--- config.mk ---
export PLATFORM = sky130hd
export DESIGN_NAME = llms_ctrl
export DESIGN_NICKNAME = d
export VERILOG_FILES = /design/src/llms_pkg.sv /design/src/llms_ctrl.sv
export SDC_FILE = /design/constraint.sdc
export NUM_CORES = 1
export LEC_CHECK = 0
export ABC_AREA = 1
export BUFFER_PORTS_ARGS = -buffer_cell sky130_fd_sc_hd__buf_4
export CORE_MARGIN = 4
export CORE_UTILIZATION = 55
export DETAILED_ROUTE_END_ITERATION = 8
export GPL_TIMING_DRIVEN = 1
export PLACE_DENSITY = 0.82
export SLEW_MARGIN = 20
export SYNTH_ARGS = -nofsm -noshare
export SYNTH_HDL_FRONTEND = slang
export SYNTH_SLANG_ARGS = --single-unit
--- constraint.sdc ---
create_clock -name i_clk -period 2.5 [get_ports i_clk]
set_clock_uncertainty 0.05 [all_clocks]
set_input_delay 0.125 -clock i_clk [delete_from_list [all_inputs] [get_ports i_clk]]
set_output_delay 0.125 -clock i_clk [all_outputs]
set_load 0.01 [all_outputs]
--- src/llms_pkg.sv ---
`timescale 1ns / 1ps
// shared widths, register indexes and controller/datapath interface structs
// for the leaky lms noise filter; no dependencies

package llms_pkg;

    // payload and register widths
    localparam int SAMPLE_W   = 16;
    localparam int COEF_W     = 32;
    localparam int DELAY_W    = 9;
    localparam int STEP_W     = 16;
    localparam int LEAK_W     = 17;
    localparam int CFG_IDX_W  = 2;
    localparam int CFG_DATA_W = 17;

    // register reset values
    localparam logic               MODE_RST  = 1'b0;
    localparam logic [DELAY_W-1:0] DELAY_RST = 9'd48;
    localparam logic [STEP_W-1:0]  STEP_RST  = 16'd8192;
    localparam logic [LEAK_W-1:0]  LEAK_RST  = 17'd65480;

    // fixed point alignment shifts
    localparam int X_ALIGN_SH = 29;  // sample to 2^-44 units
    localparam int ERR_OUT_SH = 29;  // error to output sample
    localparam int FIR_OUT_SH = 28;  // twice the estimate to output sample
    localparam int ERR_Q_SH   = 15;  // error to 2^-29 units
    localparam int STEP_SH    = 16;  // beta scaling
    localparam int COEF_SH    = 16;  // new coefficient to 2^-29 units

    // register indexes
    typedef enum logic [CFG_IDX_W-1:0] {
        REG_MODE  = 2'd0,
        REG_DELAY = 2'd1,
        REG_STEP  = 2'd2,
        REG_LEAK  = 2'd3
    } t_reg_idx;

    // controller to datapath
    typedef struct packed {
        logic clear_restart;
        logic clear_run;
        logic accept;
        logic tap_issue;
        logic phase_upd;
        logic err_s1;
        logic err_s2;
        logic err_s3;
        logic err_s4;
        logic out_load;
    } t_cmd;

    // datapath to controller
    typedef struct packed {
        logic clear_last;
        logic tap_last;
        logic pipe_busy;
    } t_status;

endpackage

--- src/llms_ctrl.sv ---
`timescale 1ns / 1ps
// sequencer for the leaky lms noise filter: clearing pass, fir sweep,
// error steps, coefficient update sweep and output handoff; uses llms_pkg

module llms_ctrl (
    input  logic               i_clk,
    input  logic               i_rst_n,
    input  logic               i_cfg_we,
    input  logic               i_in_valid,
    output logic               o_in_ready,
    output logic               o_out_valid,
    input  logic               i_out_ready,
    input  llms_pkg::t_status  i_status,
    output llms_pkg::t_cmd     o_cmd
);
    import llms_pkg::*;

    typedef enum logic [10:0] {
        S_CLEAR  = 11'b000_0000_0001,
        S_IDLE   = 11'b000_0000_0010,
        S_FIR    = 11'b000_0000_0100,
        S_FDRAIN = 11'b000_0000_1000,
        S_E1     = 11'b000_0001_0000,
        S_E2     = 11'b000_0010_0000,
        S_E3     = 11'b000_0100_0000,
        S_E4     = 11'b000_1000_0000,
        S_UPD    = 11'b001_0000_0000,
        S_UDRAIN = 11'b010_0000_0000,
        S_DONE   = 11'b100_0000_0000
    } t_state;

    t_state r_state, n_state;
    logic   r_out_valid, n_out_valid;
    logic   accept;
    logic   slot_free;

    assign o_in_ready  = (r_state == S_IDLE);
    assign o_out_valid = r_out_valid;
    assign accept      = i_in_valid && (r_state == S_IDLE);
    assign slot_free   = !r_out_valid || i_out_ready;

    // next state
    always_comb begin
        n_state = r_state;
        case (r_state)
            S_CLEAR:  if (i_status.clear_last) n_state = S_IDLE;
            S_IDLE:   if (accept) n_state = S_FIR;
            S_FIR:    if (i_status.tap_last) n_state = S_FDRAIN;
            S_FDRAIN: if (!i_status.pipe_busy) n_state = S_E1;
            S_E1:     n_state = S_E2;
            S_E2:     n_state = S_E3;
            S_E3:     n_state = S_E4;
            S_E4:     n_state = S_UPD;
            S_UPD:    if (i_status.tap_last) n_state = S_UDRAIN;
            S_UDRAIN: if (!i_status.pipe_busy) n_state = S_DONE;
            S_DONE:   if (slot_free) n_state = S_IDLE;
            default:  n_state = S_CLEAR;
        endcase
        // a register write restarts the clearing pass
        if (i_cfg_we) n_state = S_CLEAR;
    end

    // commands
    always_comb begin
        o_cmd               = '0;
        o_cmd.clear_restart = i_cfg_we;
        o_cmd.clear_run     = (r_state == S_CLEAR);
        o_cmd.accept        = accept;
        o_cmd.tap_issue     = (r_state == S_FIR) || (r_state == S_UPD);
        o_cmd.phase_upd     = (r_state == S_UPD) || (r_state == S_UDRAIN);
        o_cmd.err_s1        = (r_state == S_E1);
        o_cmd.err_s2        = (r_state == S_E2);
        o_cmd.err_s3        = (r_state == S_E3);
        o_cmd.err_s4        = (r_state == S_E4);
        o_cmd.out_load      = (r_state == S_DONE) && slot_free;
    end

    // output valid flag
    always_comb begin
        n_out_valid = r_out_valid;
        if (r_out_valid && i_out_ready) n_out_valid = 1'b0;
        if (o_cmd.out_load) n_out_valid = 1'b1;
    end

    always_ff @(posedge i_clk) begin
        if (!i_rst_n) begin
            r_state     <= S_CLEAR;
            r_out_valid <= 1'b0;
        end else begin
            r_state     <= n_state;
            r_out_valid <= n_out_valid;
        end
    end

endmodule

# Yosys cells after proc, flatten, opt, wreduce, memory -nomap -nowiden
# Index checks and enable logic that the tools add are counted.
# totals
register_bits,12
inputBits,8
out_inout_bits,12
wordCells,41
# op_classes
n_eq_ne,18
muxes,10
bitwise,1
reduce_logical,10
# ops
op,n
$pmux W11 S11,1
$mux W11,7
$ne A2 B2 Y1 const B,6
$eq A11 B1 Y1 const B,1
$eq A11 B10 Y1 const B,1
$eq A11 B11 Y1 const B,1
$eq A11 B2 Y1 const B,1
$eq A11 B3 Y1 const B,1
$eq A11 B4 Y1 const B,1
$eq A11 B5 Y1 const B,1
$eq A11 B6 Y1 const B,1
$eq A11 B7 Y1 const B,1
$eq A11 B8 Y1 const B,1
$eq A11 B9 Y1 const B,1
$reduce_and A7 Y1,1
$logic_and A1 B1 Y1,3
$logic_or A1 B1 Y1,3
$mux W1,2
$ne A2 B1 Y1 const B,1
$reduce_bool A2 Y1,1
$reduce_or A2 Y1,1
$logic_not A1 Y1,1
$not A1 Y1,1

# Logic depth before layout (Yosys ltp)
# Gate-level depths: netlist (run 1).
# depth
depth_word,4
depth_mapped,11
depth_no_buf,11

# Least setup slack after synthesis (run 1)
# No wires, ideal clock.
# synth_path
path_kind,reg2reg
start,reg r_state[4]
end,reg r_state[1]
setup_time_ns,0.113
t_arrival_ns,1.185
required_ns,2.337
path_slack_ns,1.153
stages_incl_launch_ff,11
period_less_slack_ns,1.347
path_cell_list,dfxtp_1 -> nor2_2 -> nand2_2 -> nor2_4 -> nand2_1 -> nand2_2 -> nand2_2 -> nand2_4 -> nor2_4 -> nor2_1 -> nor2_1
# synth_between
elab_chain_len,4
elab_cells_between_ends,21
cone_classes,eq/ne (18); mux (1); reduce/logical (2)
# synth_rtl
item,line_no,source
start: declaration,llms_ctrl.sv:32,"t_state r_state, n_state;"
start signal: assignment,llms_ctrl.sv:90,r_state <= n_state;
$eq A11 B2 Y1,"llms_ctrl.sv:39, llms_ctrl.sv:45",
$logic_and A1 B1 Y1,llms_ctrl.sv:39,assign accept = i_in_valid && (r_state == S_IDLE);
$ne A2 B1 Y1 (no source line),--,
$reduce_and A7 Y1 (no source line),--,
# Parallel ways exist; a longest one is shown, timed or not.
# A chain may end at the register's enable or synchronous reset.

==> results summary, run 1 <==
The via count of the first global-routing pass came to 726. The area of combinational cells with multiple inputs came out at 467 sq um. The clock period minus worst slack is 1580 ps. After detailed routing, the average wire length per cell comes to 10.5 um.

For this block, the routed nets add up to 1770 um of wire. In the synthesized netlist, the number of instances is around 130. Across every metal layer, demand over resource in global routing totals 18.5%. The portion of netlist area occupied by mux cells is 0%.

The synthesized netlist devotes 51.9% of its cell area to simple gates. The maximum resistive drop on vdd came out at 0.330 mV. The data arrival time at the worst-slack endpoint is 1410 ps. Summing the areas of all xor and xnor instances in the mapped netlist gives 0% of the synthesized area. 0 antenna diodes ended up in the layout. The initial antenna violation count is 0.

The largest single stage delay on the critical path is 360 ps. The sum of overflow across all layers after global routing is 0. The signal on the critical path passes through nor2_2, nand2_2, nor2_4, nand2_1, nor2_1, buf_4. The number of warnings issued by yosys is 0. Summing all non-filler instances in the final layout gives an area of 988 sq um. The via count normalized by instance count came out at around 5. The share of synthesized area in the top cell type comes to 29.0%.

The pin count of the biggest net entering global routing came out at 11. Across the whole layout, storage elements account for 240 sq um. The final layout contains ~160 nets.

The post-synthesis instance area came out at 827 sq um. The number of levels the H-tree was split into is 1. The detailed router's first-iteration violation count came out at 19.

The worst setup path is launched from a flop. The clock slew at the register clock pins of the worst setup and hold paths is 70 ps. The die covers 0.00219 sq mm. The transition time of the tightest slew-check pin is 427 ps.

Counting both buffers and inverters, the worst setup path holds a total of 1. Once detailed placement completed, the half-perimeter wirelength came to 1470 um. The number of buffers added by the clock tree synthesis step came out at 3.

The number of core rows came out at 13. After layout, the worst path uses 63.3% of the clock period. The data required time of the worst path is 2330 ps. During placement, the flow inserted port buffers numbering 19.

The root buffer cell chosen for the clock tree is sky130_fd_sc_hd__clkbuf_4. The number of pins with negative max-slew slack in the final report is 0. The worst setup path is captured at an output port. In this run the worst hold path is classified as in -> reg.

The number of hold-slack violations in the final timing report came out at 0. Setup repair after global routing left no endpoint under its margin. In the final layout, the share of cells above drive strength 1 is roughly a quarter. The effective utilization at floorplan is 61.3%.

The mean instance size in the synthesized netlist is between 6 and 7 sq um. The maximum buffer depth of the clock tree came out at 2. The count of TritonRoute iterations in the first routing pass came out at 4. The post-detailed-route DRC marker count is 0.

The run finished with clean final reports. After synthesis, flip-flops and latches occupy roughly 29% of the total area. The die boundary height is 46.8 um. After Yosys synthesis, full adders, half adders and majority gates account for 0% of the synthesized area.

The worst slew margin relative to its limit is a little under three quarters. The number of max-cap violations is 0. The synthesized netlist devotes 4.54% of its cell area to compound gates. The via total after detailed routing is 845. The slowest stage of the critical path belongs to the cell sky130_fd_sc_hd__dfxtp_1.

The count of distinct cell types in the synthesized netlist is 16. Of all nets on the critical path, the largest fanout is 6. The number of setup buffers added after CTS is 0. The synthesis-stage register bit count came out at 12. The power per cell area is 496 mW/mm^2. The first-pass GRT wire length is 2860 um. By area the synthesized netlist is led by sky130_fd_sc_hd__dfxtp_1 29%, sky130_fd_sc_hd__nand2_1 14%, sky130_fd_sc_hd__inv_1 12%. The number of nets in the synthesized netlist came out at around 140. The insertion delay to the later sink of the worst-skew pair came out at 270 ps.

After synthesis, the largest family of logic cells by area is simple AND/OR/NAND/NOR gates. The clock sink total came out at 12. The total negative slack for setup checks is 0 ps. The die width came out at 46.8 um. The area added between synthesis and finish came out at 19.5%. Of all cell types, the one taking the most synthesized area is sky130_fd_sc_hd__dfxtp_1. The number of inserted filler cells in the final layout came out at 117. The kind of critical path is reg -> out. The routability congestion estimate came out at 0.868. Based on the critical path, the design can be clocked at up to 0.632 GHz. The cell area after placement came out at 966 sq um. The analysis attributes to cell leakage a power of 0.556 nW. TritonCTS built the clock tree. The number of antenna-violating nets in the routed design is 0. The number of hold buffers added after CTS came out at 0. The kind of cell with the highest combined delay on the critical path is simple AND/OR/NAND/NOR gates. The setup violation total in the final timing report is 0.

The core outline area came out at roughly 0.0014 sq mm. The number of instances resized during post-cts repair is 0. After layout, the design draws a total of ~0.49 mW. 20 I/O pins were placed. The worst-case register-to-register setup slack is 1020 ps.
## power breakdown
part	internal (mW)	switching, mW	leakage, nW
registers	0.201	0.00970	0.0973
logic	0.0686	0.0940	0.445
clock network	0.0557	0.0615	0.0138
## cell families after synthesis
logic type | count (synthesis)
and+or+nand+nor | 88
buffers and inverters | 29
DFF | 12
AOI/OAI and AO/OA | 5
## synthesized netlist by cell type
cell	instances
sky130_fd_sc_hd__o21bai_1	4
sky130_fd_sc_hd__a21boi_0	1
sky130_fd_sc_hd__nand3_4	1
sky130_fd_sc_hd__nor2_4	3
sky130_fd_sc_hd__nand2_4	1
sky130_fd_sc_hd__nand3_1	8
sky130_fd_sc_hd__nor2_1	26
sky130_fd_sc_hd__and3_1	1
sky130_fd_sc_hd__nor3_1	5
sky130_fd_sc_hd__inv_1	26
sky130_fd_sc_hd__nand2_2	6
sky130_fd_sc_hd__buf_4	3
sky130_fd_sc_hd__nand2_1	30
sky130_fd_sc_hd__nor2_2	4
sky130_fd_sc_hd__nor3b_1	3
sky130_fd_sc_hd__dfxtp_1	12
## final timing paths
| check | startpoint | endpoint | cells after the start |
|---|---|---|---|
| worst max register to register | r_state[10]$_SDFFE_PP0P_ | r_state[1]$_SDFFE_PP0P_ | 11 |
| worst min register to register | r_state[1]$_SDFFE_PP0P_ | r_state[1]$_SDFFE_PP0P_ | 2 |
| worst max-delay path | r_state[10]$_SDFFE_PP0P_ | o_cmd[7] | 6 |
| worst min-delay path | i_rst_n | o_out_valid$_SDFFE_PN0P_ | 3 |
## per-layer routing
layer	GRT usage, %	up-vias	routed length, um
li1	-	440	-
met1	22.4	366	762
met2	32.0	35	846
met3	3.83	4	142
met4	6.63	0	21
met5	0	-	0
## through the flow
| stage | hold slack (ps) | instances | setup slack [ps] | util (%) |
|---|---|---|---|---|
| 6_report | 49.3 | 168 | 917 | 73.2 |
| 5_1_grt | 72.3 | 168 | 808 | 73.2 |
| 4_1_cts | 44.4 | 168 | 906 | 73.2 |
| 2_1_floorplan | 224 | 134 | 1150 | - |
| 3_3_place_gp | 312 | 165 | 1070 | 71.5 |
| 3_5_place_dp | 330 | 165 | 1050 | 71.5 |
## registers in the layout (all words and copies together) (netlist names)
| name | count |
|---|---|
| o_out_valid | 1 |
| r_state | 11 |
## cell type report
class	instances	area share (%)
inverters	26	9.87
multi-input cells	93	47.2
repair buffers	19	14.4
well taps	15	1.90
clock buffers	3	2.28
flip-flops and latches	12	24.3
## worst register-to-register path, cell delays in order (launching register included)
cell,delay [ps]
sky130_fd_sc_hd__dfxtp_1,360
sky130_fd_sc_hd__nor2_2,130
sky130_fd_sc_hd__nand2_2,90
sky130_fd_sc_hd__nor2_4,180
sky130_fd_sc_hd__nand2_1,100
sky130_fd_sc_hd__nand2_1,90
sky130_fd_sc_hd__nand2_2,60
sky130_fd_sc_hd__nand2_4,120
sky130_fd_sc_hd__nor2_4,50
sky130_fd_sc_hd__nand2_1,50
sky130_fd_sc_hd__nand2_1,40
sky130_fd_sc_hd__nor2_1,90
## placed cells by master, fill, tap and decap left out, types with 3 or more instances in the layout
master | synthesis | routed
sky130_fd_sc_hd__nand2_1 | 30 | 30
sky130_fd_sc_hd__inv_1 | 26 | 26
sky130_fd_sc_hd__nor2_1 | 26 | 26
sky130_fd_sc_hd__buf_4 | 3 | 19
sky130_fd_sc_hd__dfxtp_1 | 12 | 12
sky130_fd_sc_hd__nand3_1 | 8 | 8
sky130_fd_sc_hd__nand2_2 | 6 | 6
sky130_fd_sc_hd__nor3_1 | 5 | 5
sky130_fd_sc_hd__nor2_2 | 4 | 4
sky130_fd_sc_hd__o21bai_1 | 4 | 4
sky130_fd_sc_hd__nor2_4 | 3 | 3
sky130_fd_sc_hd__nor3b_1 | 3 | 3
sky130_fd_sc_hd__clkbuf_4 | 0 | 3
(Power assumes the default switching activity.)
==> run 2, diff against run 1 <==
ABC_AREA = 0   (was 1)
CORE_UTILIZATION = 48   (was 55)
PLACE_DENSITY = 0.74   (was 0.82)
clock period = 1.4 ns   (was 2.5 ns; I/O delays follow)
==> run 2 against run 1 <==
The run now ends with negative setup slack left. Synthesized area increased by 14%. Combinational power increased by 50%. Die area increased by 25%. Final cell count increased by 23%. Sequential cell count unchanged. Largest power group unchanged. Total power increased by 69%. Clock-buffer cell count unchanged. Sequential share of layout area decreased by 9.0 points.
==> results summary, run 2 <==
The most common cell in the synthesized netlist is sky130_fd_sc_hd__dfxtp_1. The number of buffers added by the clock tree synthesis step came out at 3 (unchanged). The clock slew at the register clock pins of the worst setup and hold paths came out at 90 ps (+20 ps). The number of nets in the synthesized netlist came to 125 (-12%). The antenna diode count is 0 (unchanged). The reg-to-reg startpoint is r_state[2]$_SDFFE_PP0P_.

The via count of the first global-routing pass came out at 1142 (+57%). The number of hold-slack violations in the final timing report is 0 (unchanged). The count of TritonRoute iterations in the first routing pass was 5 (+1).

The insertion delay to the later sink of the worst-skew pair came out at 300 ps (+30 ps). The initial antenna violation count is 0 (unchanged). The startpoint of the worst setup timing path is r_state[1]$_SDFFE_PP0P_.

The class of the tightest hold or removal check is in -> reg. STA classifies the critical path endpoint as an output port. The checks that failed: negative setup slack. The power per cell area was 484 mW/mm^2 (-2.3%). In the finished design, the share of the clock period the worst path needs comes to 141%.

The routed wire length was 5020 um (+180%). The post-synthesis instance area came to 943 sq um (+14%). The routability congestion estimate is 0.885 (+2.0%). The pin count of the biggest net entering global routing was 12 (+1). Of all cell types, the one taking the most synthesized area is sky130_fd_sc_hd__dfxtp_1.

The number of cells traversed by the worst register-to-register path is 6 (-5). The via count normalized by instance count came out at 6.75 (+34%). The sum of overflow across all layers after global routing came out at 0 (unchanged). The clock period minus worst slack came out at 1970 ps.

The area added between synthesis and finish is 81.4%. The area fraction of the dominant cell type after synthesis was 25.5% (-3.6 points). The setup violation total in the final timing report came to 22 (+22).

The synthesis-stage register bit count came out at 12 (unchanged). The data arrival time at the worst-slack endpoint is 1850 ps (+440 ps). The worst slew margin relative to its limit came to 72.4% (+0.83 points). The setup slack after layout came to -569 ps (-1490 ps). The number of top-level design ports is 20 (unchanged). The mean instance size in the synthesized netlist came out at 8.06 sq um (+31%). The worst-case register-to-register setup slack came out at -440 ps (-1460 ps). The effective utilization at floorplan is 52.4% (-8.9 points). The die boundary height is 52.3 um (+12%). The post-detailed-route DRC marker count came out at 0 (unchanged). The overall fraction of global-route tracks in use is 29.3% (+11 points). The number of inserted filler cells in the final layout is 47 (-60%). The data required time of the worst path is 1280 ps (-1050 ps). The worst register-to-register path ends at r_state[10]$_SDFFE_PP0P_. The maximum resistive drop on vdd is 0.602 mV (+83%).

The number of levels the H-tree was split into came out at 1 (unchanged). Ranked by total cell area, the synthesized netlist is headed by sky130_fd_sc_hd__dfxtp_1 25%, sky130_fd_sc_hd__nor3_1 4.8%, sky130_fd_sc_hd__nand2_1 3.6%. STA classifies the critical path startpoint as a flop.

The number of pins with negative max-slew slack in the final report is 0 (unchanged). In this run the worst setup path terminates at o_cmd[1]. The core outline area is 0.00180 sq mm (+33%). Setup repair after global routing could not meet its margin everywhere. The reported leakage power is 0.747 nW (+34%). The maximum buffer depth of the clock tree came to 2 (unchanged).

The first-pass GRT wire length is 5740 um (+100%). The count of buffers from port buffering was 19 (unchanged). The worst-case hold slack came out at 45.3 ps (-4.04 ps). TritonCTS built the clock tree. The cell at the root of the clock tree is sky130_fd_sc_hd__clkbuf_4. The via total after detailed routing came out at 1390 (+64%). The number of antenna-violating nets in the routed design came out at 0 (unchanged). The synthesized instance count came out at 117 (-13%).

The number of flip-flops under the largest register name came out at 11 (unchanged). The utilization after layout was 95.0% (+22 points). The final layout net count was 191 (+17%). The detailed router's first-iteration violation count is 130 (+111).

The flow ran to the end, but the final reports show violations. The transition time of the tightest slew-check pin is 415 ps (-12.1 ps). The highest fanout seen on the critical path is 6 (unchanged). The clock sink total is 12 (unchanged). The number of enable-type register cells in the synthesized netlist came out at 0 (unchanged). Ranked by flip-flop count, first place goes to r_state. The post-detailed-route wirelength per cell is 24.4 um (+130%).

The die width came out at 52.3 um (+12%). The sequential fraction of the synthesis area is 25.5% (-3.6 points). The number of core rows was 15 (+2).

The maximum clock frequency came out at 0.508 GHz. The count of distinct cell types in the synthesized netlist is 41 (+25). In the layout the commonest cells are 61 x sky130_fd_sc_hd__buf_4, 10 x sky130_fd_sc_hd__buf_6, 7 x sky130_fd_sc_hd__nand2_1. The area of the die came to 0.00274 sq mm (+25%). The async set-reset flop share out of synthesis was 0% (unchanged). The most frequent standard cell in the layout excluding fill and tap cells is sky130_fd_sc_hd__buf_4. For this run, the leading register cell type out of synthesis is sky130_fd_sc_hd__dfxtp_1. The number of max-cap violations is 0 (unchanged).

The number of warnings issued by yosys was 0 (unchanged). After synthesis, the most frequently instantiated cells are 12 x sky130_fd_sc_hd__dfxtp_1, 9 x sky130_fd_sc_hd__nand2_1, 9 x sky130_fd_sc_hd__nor2_1, 9 x sky130_fd_sc_hd__nor3_1, 6 x sky130_fd_sc_hd__buf_2. The detailed placer's ending HPWL came out at 2140 um (+45%). The fraction of layout cells with a size suffix above 1 came to 64.1% (+40 points). The critical path is of the reg -> out type.
run 2: cell count changes in the layout (fill, tap and decap cells not counted), sizes merged, moves of 5 or more:
cell / change
nand2: -28
inv: -22
nor4: +6
buf: +54
nor2: -22
nand4: +5
nor3: +6
run 2: layout make-up:
cell class	count	area, sq um	area share [%]
multi-input combinational	88	761	44.4
timing repair buffer	74	621	36.3
sequential	12	262	15.3
tap	25	31.3	1.83
clock buffer	3	22.5	1.32
inverter	4	15.0	0.877
run 2: routing by layer:
layer  wire, um  vias up  part of all wire (%)  GRT usage [%]
met3        624       39                    12           6.55
met2       2180      140                    43           49.6
met4        300        0                   6.0           9.36
met5          0        -                     0              0
li1           -      557                     -              -
met1       1910      654                    38           36.3
run 2: repair_timing:
action	in CTS	in global routing
setup buffers	10	11
resized for setup	30	20
hold buffers	1	0
pin swaps	10	15
endpoints found under the setup margin	20	22
hold endpoints to repair	2	0
run 2: power by group:
| part | total, mW | switching, mW | internal [mW] |
|---|---|---|---|
| Clock | 0.241 | 0.141 | 0.100 |
| Sequential | 0.343 | 0.00417 | 0.339 |
| Combinational | 0.245 | 0.121 | 0.124 |
run 2: worst min-delay path by stage:
stage                   from  depth (start not counted)                       end
finish              i_cfg_we                          2   r_state[5]$_SDFFE_PP0P_
global route        i_cfg_we                          2   r_state[5]$_SDFFE_PP0P_
CTS                 i_cfg_we                          2   r_state[5]$_SDFFE_PP0P_
detailed placement   i_rst_n                          2  o_out_valid$_SDFFE_PN0P_
global placement     i_rst_n                          2  o_out_valid$_SDFFE_PN0P_
floorplan            i_rst_n                          1  o_out_valid$_SDFFE_PN0P_
run 2: through the flow:
stage | power, mW | area (sq um) | setup WS [ps] | setup TNS [ps] | cells
2_1_floorplan | 0.449 | 997 | -186 | -1450 | 117
3_3_place_gp | 0.513 | 1350 | -223 | -2740 | 182
3_5_place_dp | 0.517 | 1350 | -242 | -3380 | 182
4_1_cts | 0.752 | 1550 | -475 | -5400 | 196
5_1_grt | 0.849 | 1710 | -602 | -8880 | 206
6_report | 0.829 | 1710 | -569 | -8320 | 206
run 2: logic make-up after synthesis:
family                 count (synthesis)  synth area share (%)
multiplexers                           3                  3.18
flip-flops                            12                  25.5
XOR/XNOR                               4                  3.71
buffers and inverters                 17                  11.5
AO/OA/AOI/OAI                         13                  10.2
AND/OR/NAND/NOR                       68                  45.9
run 2: worst max-delay path, cell delays in order, from the launching register on:
cell	delay [ps]
sky130_fd_sc_hd__dfxtp_4	360
sky130_fd_sc_hd__buf_12	130
sky130_fd_sc_hd__nor4_4	310
sky130_fd_sc_hd__nand2_2	110
sky130_fd_sc_hd__or4_4	460
sky130_fd_sc_hd__inv_2	80
sky130_fd_sc_hd__buf_6	90
==> run 3, diff against run 2 <==
CORE_ASPECT_RATIO = 0.9   (was unset)
PLACE_DENSITY = 0.76   (was 0.74)
==> run 3 against run 2 <==
The run now fails in 5_1_grt. Synthesized area unchanged. Synthesized cell count stayed put.
==> results summary, run 3 <==
The first error in the log reads "[ERROR DPL-0038] Utilization greater than 100%, impossible to legalize". The synthesis-stage register bit count is 12 (unchanged). The flow did not finish. The count of buffers from port buffering came out at 19 (unchanged). The async set-reset flop share out of synthesis came out at 0% (unchanged). The clock sink total is 12 (unchanged). Entering global routing, the biggest net connects 12 pins.

The maximum buffer depth of the clock tree was 2 (unchanged). The number of enable-type register cells in the synthesized netlist came out at 0 (unchanged). When the global-route repair_timing finished, the worst setup path ended at o_cmd[8]. The synthesized instance count is 117 (unchanged).

The number of warnings issued by yosys came to 0 (unchanged). The sequential fraction of the synthesis area came to 25.5% (unchanged). The routability congestion estimate is 0.929 (+4.9%). In this run the clock root is driven by a sky130_fd_sc_hd__clkbuf_4. The number of levels the H-tree was split into was 1 (unchanged). The post-synthesis instance area came to 943 sq um (unchanged). The most common cell in the netlist is sky130_fd_sc_hd__dfxtp_1.

The die width came out at 54.7 um (+4.6%). sky130_fd_sc_hd__dfxtp_1 takes more of the synthesized area than any other cell. Progress stopped at 5_1_grt. The number of top-level design ports is 20 (unchanged). The die boundary height came to 50.1 um (-4.3%).

The area fraction of the dominant cell type after synthesis is 25.5% (unchanged). The number of core rows came out at 14 (-1). The count of distinct cell types in the synthesized netlist came out at 41 (unchanged).

The mean instance size in the synthesized netlist is 8.06 sq um (unchanged). The number of nets in the synthesized netlist is 125 (unchanged). Ranked by total cell area, the synthesized netlist is headed by sky130_fd_sc_hd__dfxtp_1 25%, sky130_fd_sc_hd__nor3_1 4.8%, sky130_fd_sc_hd__nand2_1 3.6%. The most used flip-flop cell after synthesis is sky130_fd_sc_hd__dfxtp_1. In the synthesized netlist, the cells that appear most often are 12 x sky130_fd_sc_hd__dfxtp_1, 9 x sky130_fd_sc_hd__nand2_1, 9 x sky130_fd_sc_hd__nor2_1, 9 x sky130_fd_sc_hd__nor3_1, 6 x sky130_fd_sc_hd__buf_2. The type of pin the worst path ends at is an output port.

The number of buffers added by the clock tree synthesis step came out at 3 (unchanged). The effective utilization at floorplan is 53.3% (+0.96 points). The detailed placer's ending HPWL came to 2250 um (+5.2%).
-- run 3: cell counts after synthesis --
Identical to the previous run, type by type.
-- run 3: metrics by stage --
step | setup TNS [ps] | hold WS, ps | cells | setup slack [ps] | cell area [sq um]
2_1_floorplan | -1450 | 138 | 117 | -186 | 997
3_3_place_gp | -2860 | 237 | 179 | -263 | 1300
3_5_place_dp | -3510 | 242 | 179 | -307 | 1300
4_1_cts | -5800 | 31.9 | 196 | -467 | 1550
-- run 3: repair_timing --
action                                 4_1_cts
gates resized for setup                     30
buffers inserted                            11
setup endpoints to repair                   21
hold buffers                                 1
pin swaps                                   16
gates cloned                                 1
endpoints found under the hold margin        2
-- run 3: cells by family after synthesis --
kind of cell              Yosys count  share of synthesized area (%)
DFF                                12                           25.5
xor gates and xnor gates            4                           3.71
AOI/OAI and AO/OA                  13                           10.2
buffers and inverters              17                           11.5
and+or+nand+nor                    68                           45.9
muxes                               3                           3.18
==> run 4, diff against run 3 <==
CORE_AREA = 4 4 65 67   (was unset)
CORE_ASPECT_RATIO = unset   (was 0.9)
CORE_MARGIN = unset   (was 4)
CORE_UTILIZATION = unset   (was 48)
DIE_AREA = 0 0 69 71   (was unset)
PLACE_DENSITY = unset   (was 0.76)
PLACE_DENSITY_LB_ADDON = 0.15   (was unset)
clock period = 1.8 ns   (was 1.4 ns; I/O delays follow)
==> run 4 against run 3 <==
The flow now finishes, with violations (negative setup slack).
==> results summary, run 4 (synthesis results as in run 2) <==
The run finished, with violations left. The final reports fail on negative setup slack. The pre-CTS setup slack came out at -4.94 ps (+302 ps).

The reported leakage power is about 0.66 nW. Setup repair after global routing could not meet its margin everywhere. The initial antenna violation count is 0. The setup violation total in the final timing report came out at 5. The setup slack after layout is -95.5 ps. The class of the tightest hold or removal check is in -> reg. The number of levels the H-tree was split into was 1 (unchanged). The via total after detailed routing came out at 1077. TritonCTS built the clock tree.

The core outline area came out at between 0.003 and 0.004 sq mm. The die boundary height came out at 71 um (+42%). The critical path is of the reg -> out type.

Global routing finished with a remaining overflow of 0. The clock sink total came to 12 (unchanged). The detailed router's first-iteration violation count is 45. The number of max-cap violations is 0.

The area growth from synthesis to layout is 63.1%. The worst setup path is captured at an output port. The count of buffers from port buffering is 19 (unchanged).

The ratio of final minimum period to clock period came out at 105%. The detailed placer's ending HPWL was 2130 um (-5.4%). The maximum clock frequency came out at 0.528 GHz. In the layout the commonest cells are 53 x sky130_fd_sc_hd__buf_4, 8 x sky130_fd_sc_hd__nor3_1, 8 x sky130_fd_sc_hd__nor2_1, 8 x sky130_fd_sc_hd__nand2_1.

The number of hold-slack violations in the final timing report was 0. The startpoint type of the worst setup path is a flop. The number of pins with negative max-slew slack in the final report is 0. The number of core rows came out at 22 (+8). The total negative slack for setup checks is -376 ps. The number of inserted filler cells in the final layout is 390.

Clock-pin slew was measured on the worst setup and hold paths at 50 ps. The overall fraction of global-route tracks in use came out at about 13%. The number of cells traversed by the worst register-to-register path came out at 7. The routability congestion estimate is 0.848 (-8.7%). IR analysis of the VDD net gives a maximum drop of 0.321 mV. The worst pin sits at a relative slew slack of 71.4%. 0 antenna diodes ended up in the layout. At the worst endpoint, the arrival time is 1760 ps.

In the routed design, unresolved DRC markers number 0. The routed wire length came out at ~3200 um. The number of antenna-violating nets in the routed design is 0. The transition time of the tightest slew-check pin is ~430 ps. The power per cell area is 435 mW/mm^2.

The worst-case hold slack is just under 20 ps. r_state holds more flip-flops than any other register. The first TritonRoute pass finished after 4 iterations. In this run the worst path has a maximum fanout of 4. The number of top-level design ports came out at 20 (unchanged). The insertion delay to the later sink of the worst-skew pair is 240 ps. The maximum buffer depth of the clock tree came out at 2 (unchanged). The clock period minus worst slack came out at 1900 ps.

The post-route netlist has 53.3% of its cells at a drive strength greater than 1. The via count of the first global-routing pass came out at 1077. The number of buffers added by the clock tree synthesis step came out at 3 (unchanged).

The post-detailed-route wirelength per cell is 15.0 um. The library cell used most frequently in the layout, excluding fill and tap cells, is sky130_fd_sc_hd__buf_4. The number of cells in the finished layout apart from fillers came out at 215.

The die covers 0.00490 sq mm. The die width is 69 um (+26%). Entering global routing, the biggest net connects 12 pins. The root buffer cell chosen for the clock tree is sky130_fd_sc_hd__clkbuf_8. For the worst setup path, the data required time is 1660 ps.

The effective utilization at floorplan is 26.0% (-27 points). The number of instances in the placed design is 193 (+7.8%). Dividing the detail-routed via count by the number of cells gives 5.01.

The worst hold path was traced through 2 stages. The final layout contains about 180 nets. The register with the most flip-flops in the layout has 11 of them. The first-pass GRT wire length is 5120 um.
run 4: layout make-up:
type	count	area [sq um]	area share [%]
repair buffers	60	485	31.5
multi-input cells	88	689	44.8
flip-flops and latches	12	248	16.1
inverters	4	15.0	0.976
clock buffers	3	41.3	2.68
well taps	48	60.1	3.90
run 4: per-layer routing:
layer / wire, um / vias up / track usage (%)
li1: - / 534 / -
met2: 1620 / 18 / 22.0
met1: 1420 / 518 / 15.4
met4: 46 / 0 / 4.12
met5: 0 / - / 0
met3: 123 / 7 / 3.41
run 4: critical path, cell delays in order (launching register included):
cell and delay (ps):
sky130_fd_sc_hd__dfxtp_2 320, sky130_fd_sc_hd__buf_6 120, sky130_fd_sc_hd__nor4_4 300, sky130_fd_sc_hd__nand2_1 110
sky130_fd_sc_hd__or4_4 500, sky130_fd_sc_hd__inv_2 70, sky130_fd_sc_hd__buf_6 90
run 4: what timing repair did:
item                                    in CTS  in global routing
hold endpoints to repair                     0                  0
setup buffers                               13                  7
cloned                                       0                  0
pin swaps                                    8                 13
gates resized for setup                     19                 13
endpoints found under the setup margin       9                 16
hold buffers                                 0                  0
run 4: worst paths after layout:
kind | from | end | slack, ps
worst max-delay path | r_state[8]$_SDFFE_PP0P_ | o_cmd[1] | -100
worst min-delay path | i_rst_n | o_out_valid$_SDFFE_PN0P_ | 20
worst min register to register | r_state[3]$_SDFFE_PP0P_ | r_state[3]$_SDFFE_PP0P_ | 530
worst max register to register | r_state[10]$_SDFFE_PP0P_ | r_state[0]$_SDFFE_PP1P_ | -40
run 4: power breakdown:
group | switching (mW) | total, mW | internal (mW)
combinational | 0.0694 | 0.147 | 0.0773
sequential | 0.00231 | 0.272 | 0.270
clock | 0.103 | 0.251 | 0.148
total | 0.175 | 0.669 | 0.495
run 4: through the flow:
step	utilization [%]	cell area [sq um]	power [mW]
2_1_floorplan	-	943	0.348
3_3_place_gp	33.8	1230	0.388
3_5_place_dp	33.8	1230	0.388
4_1_cts	39.0	1420	0.664
5_1_grt	42.4	1540	0.700
6_report	42.4	1540	0.669
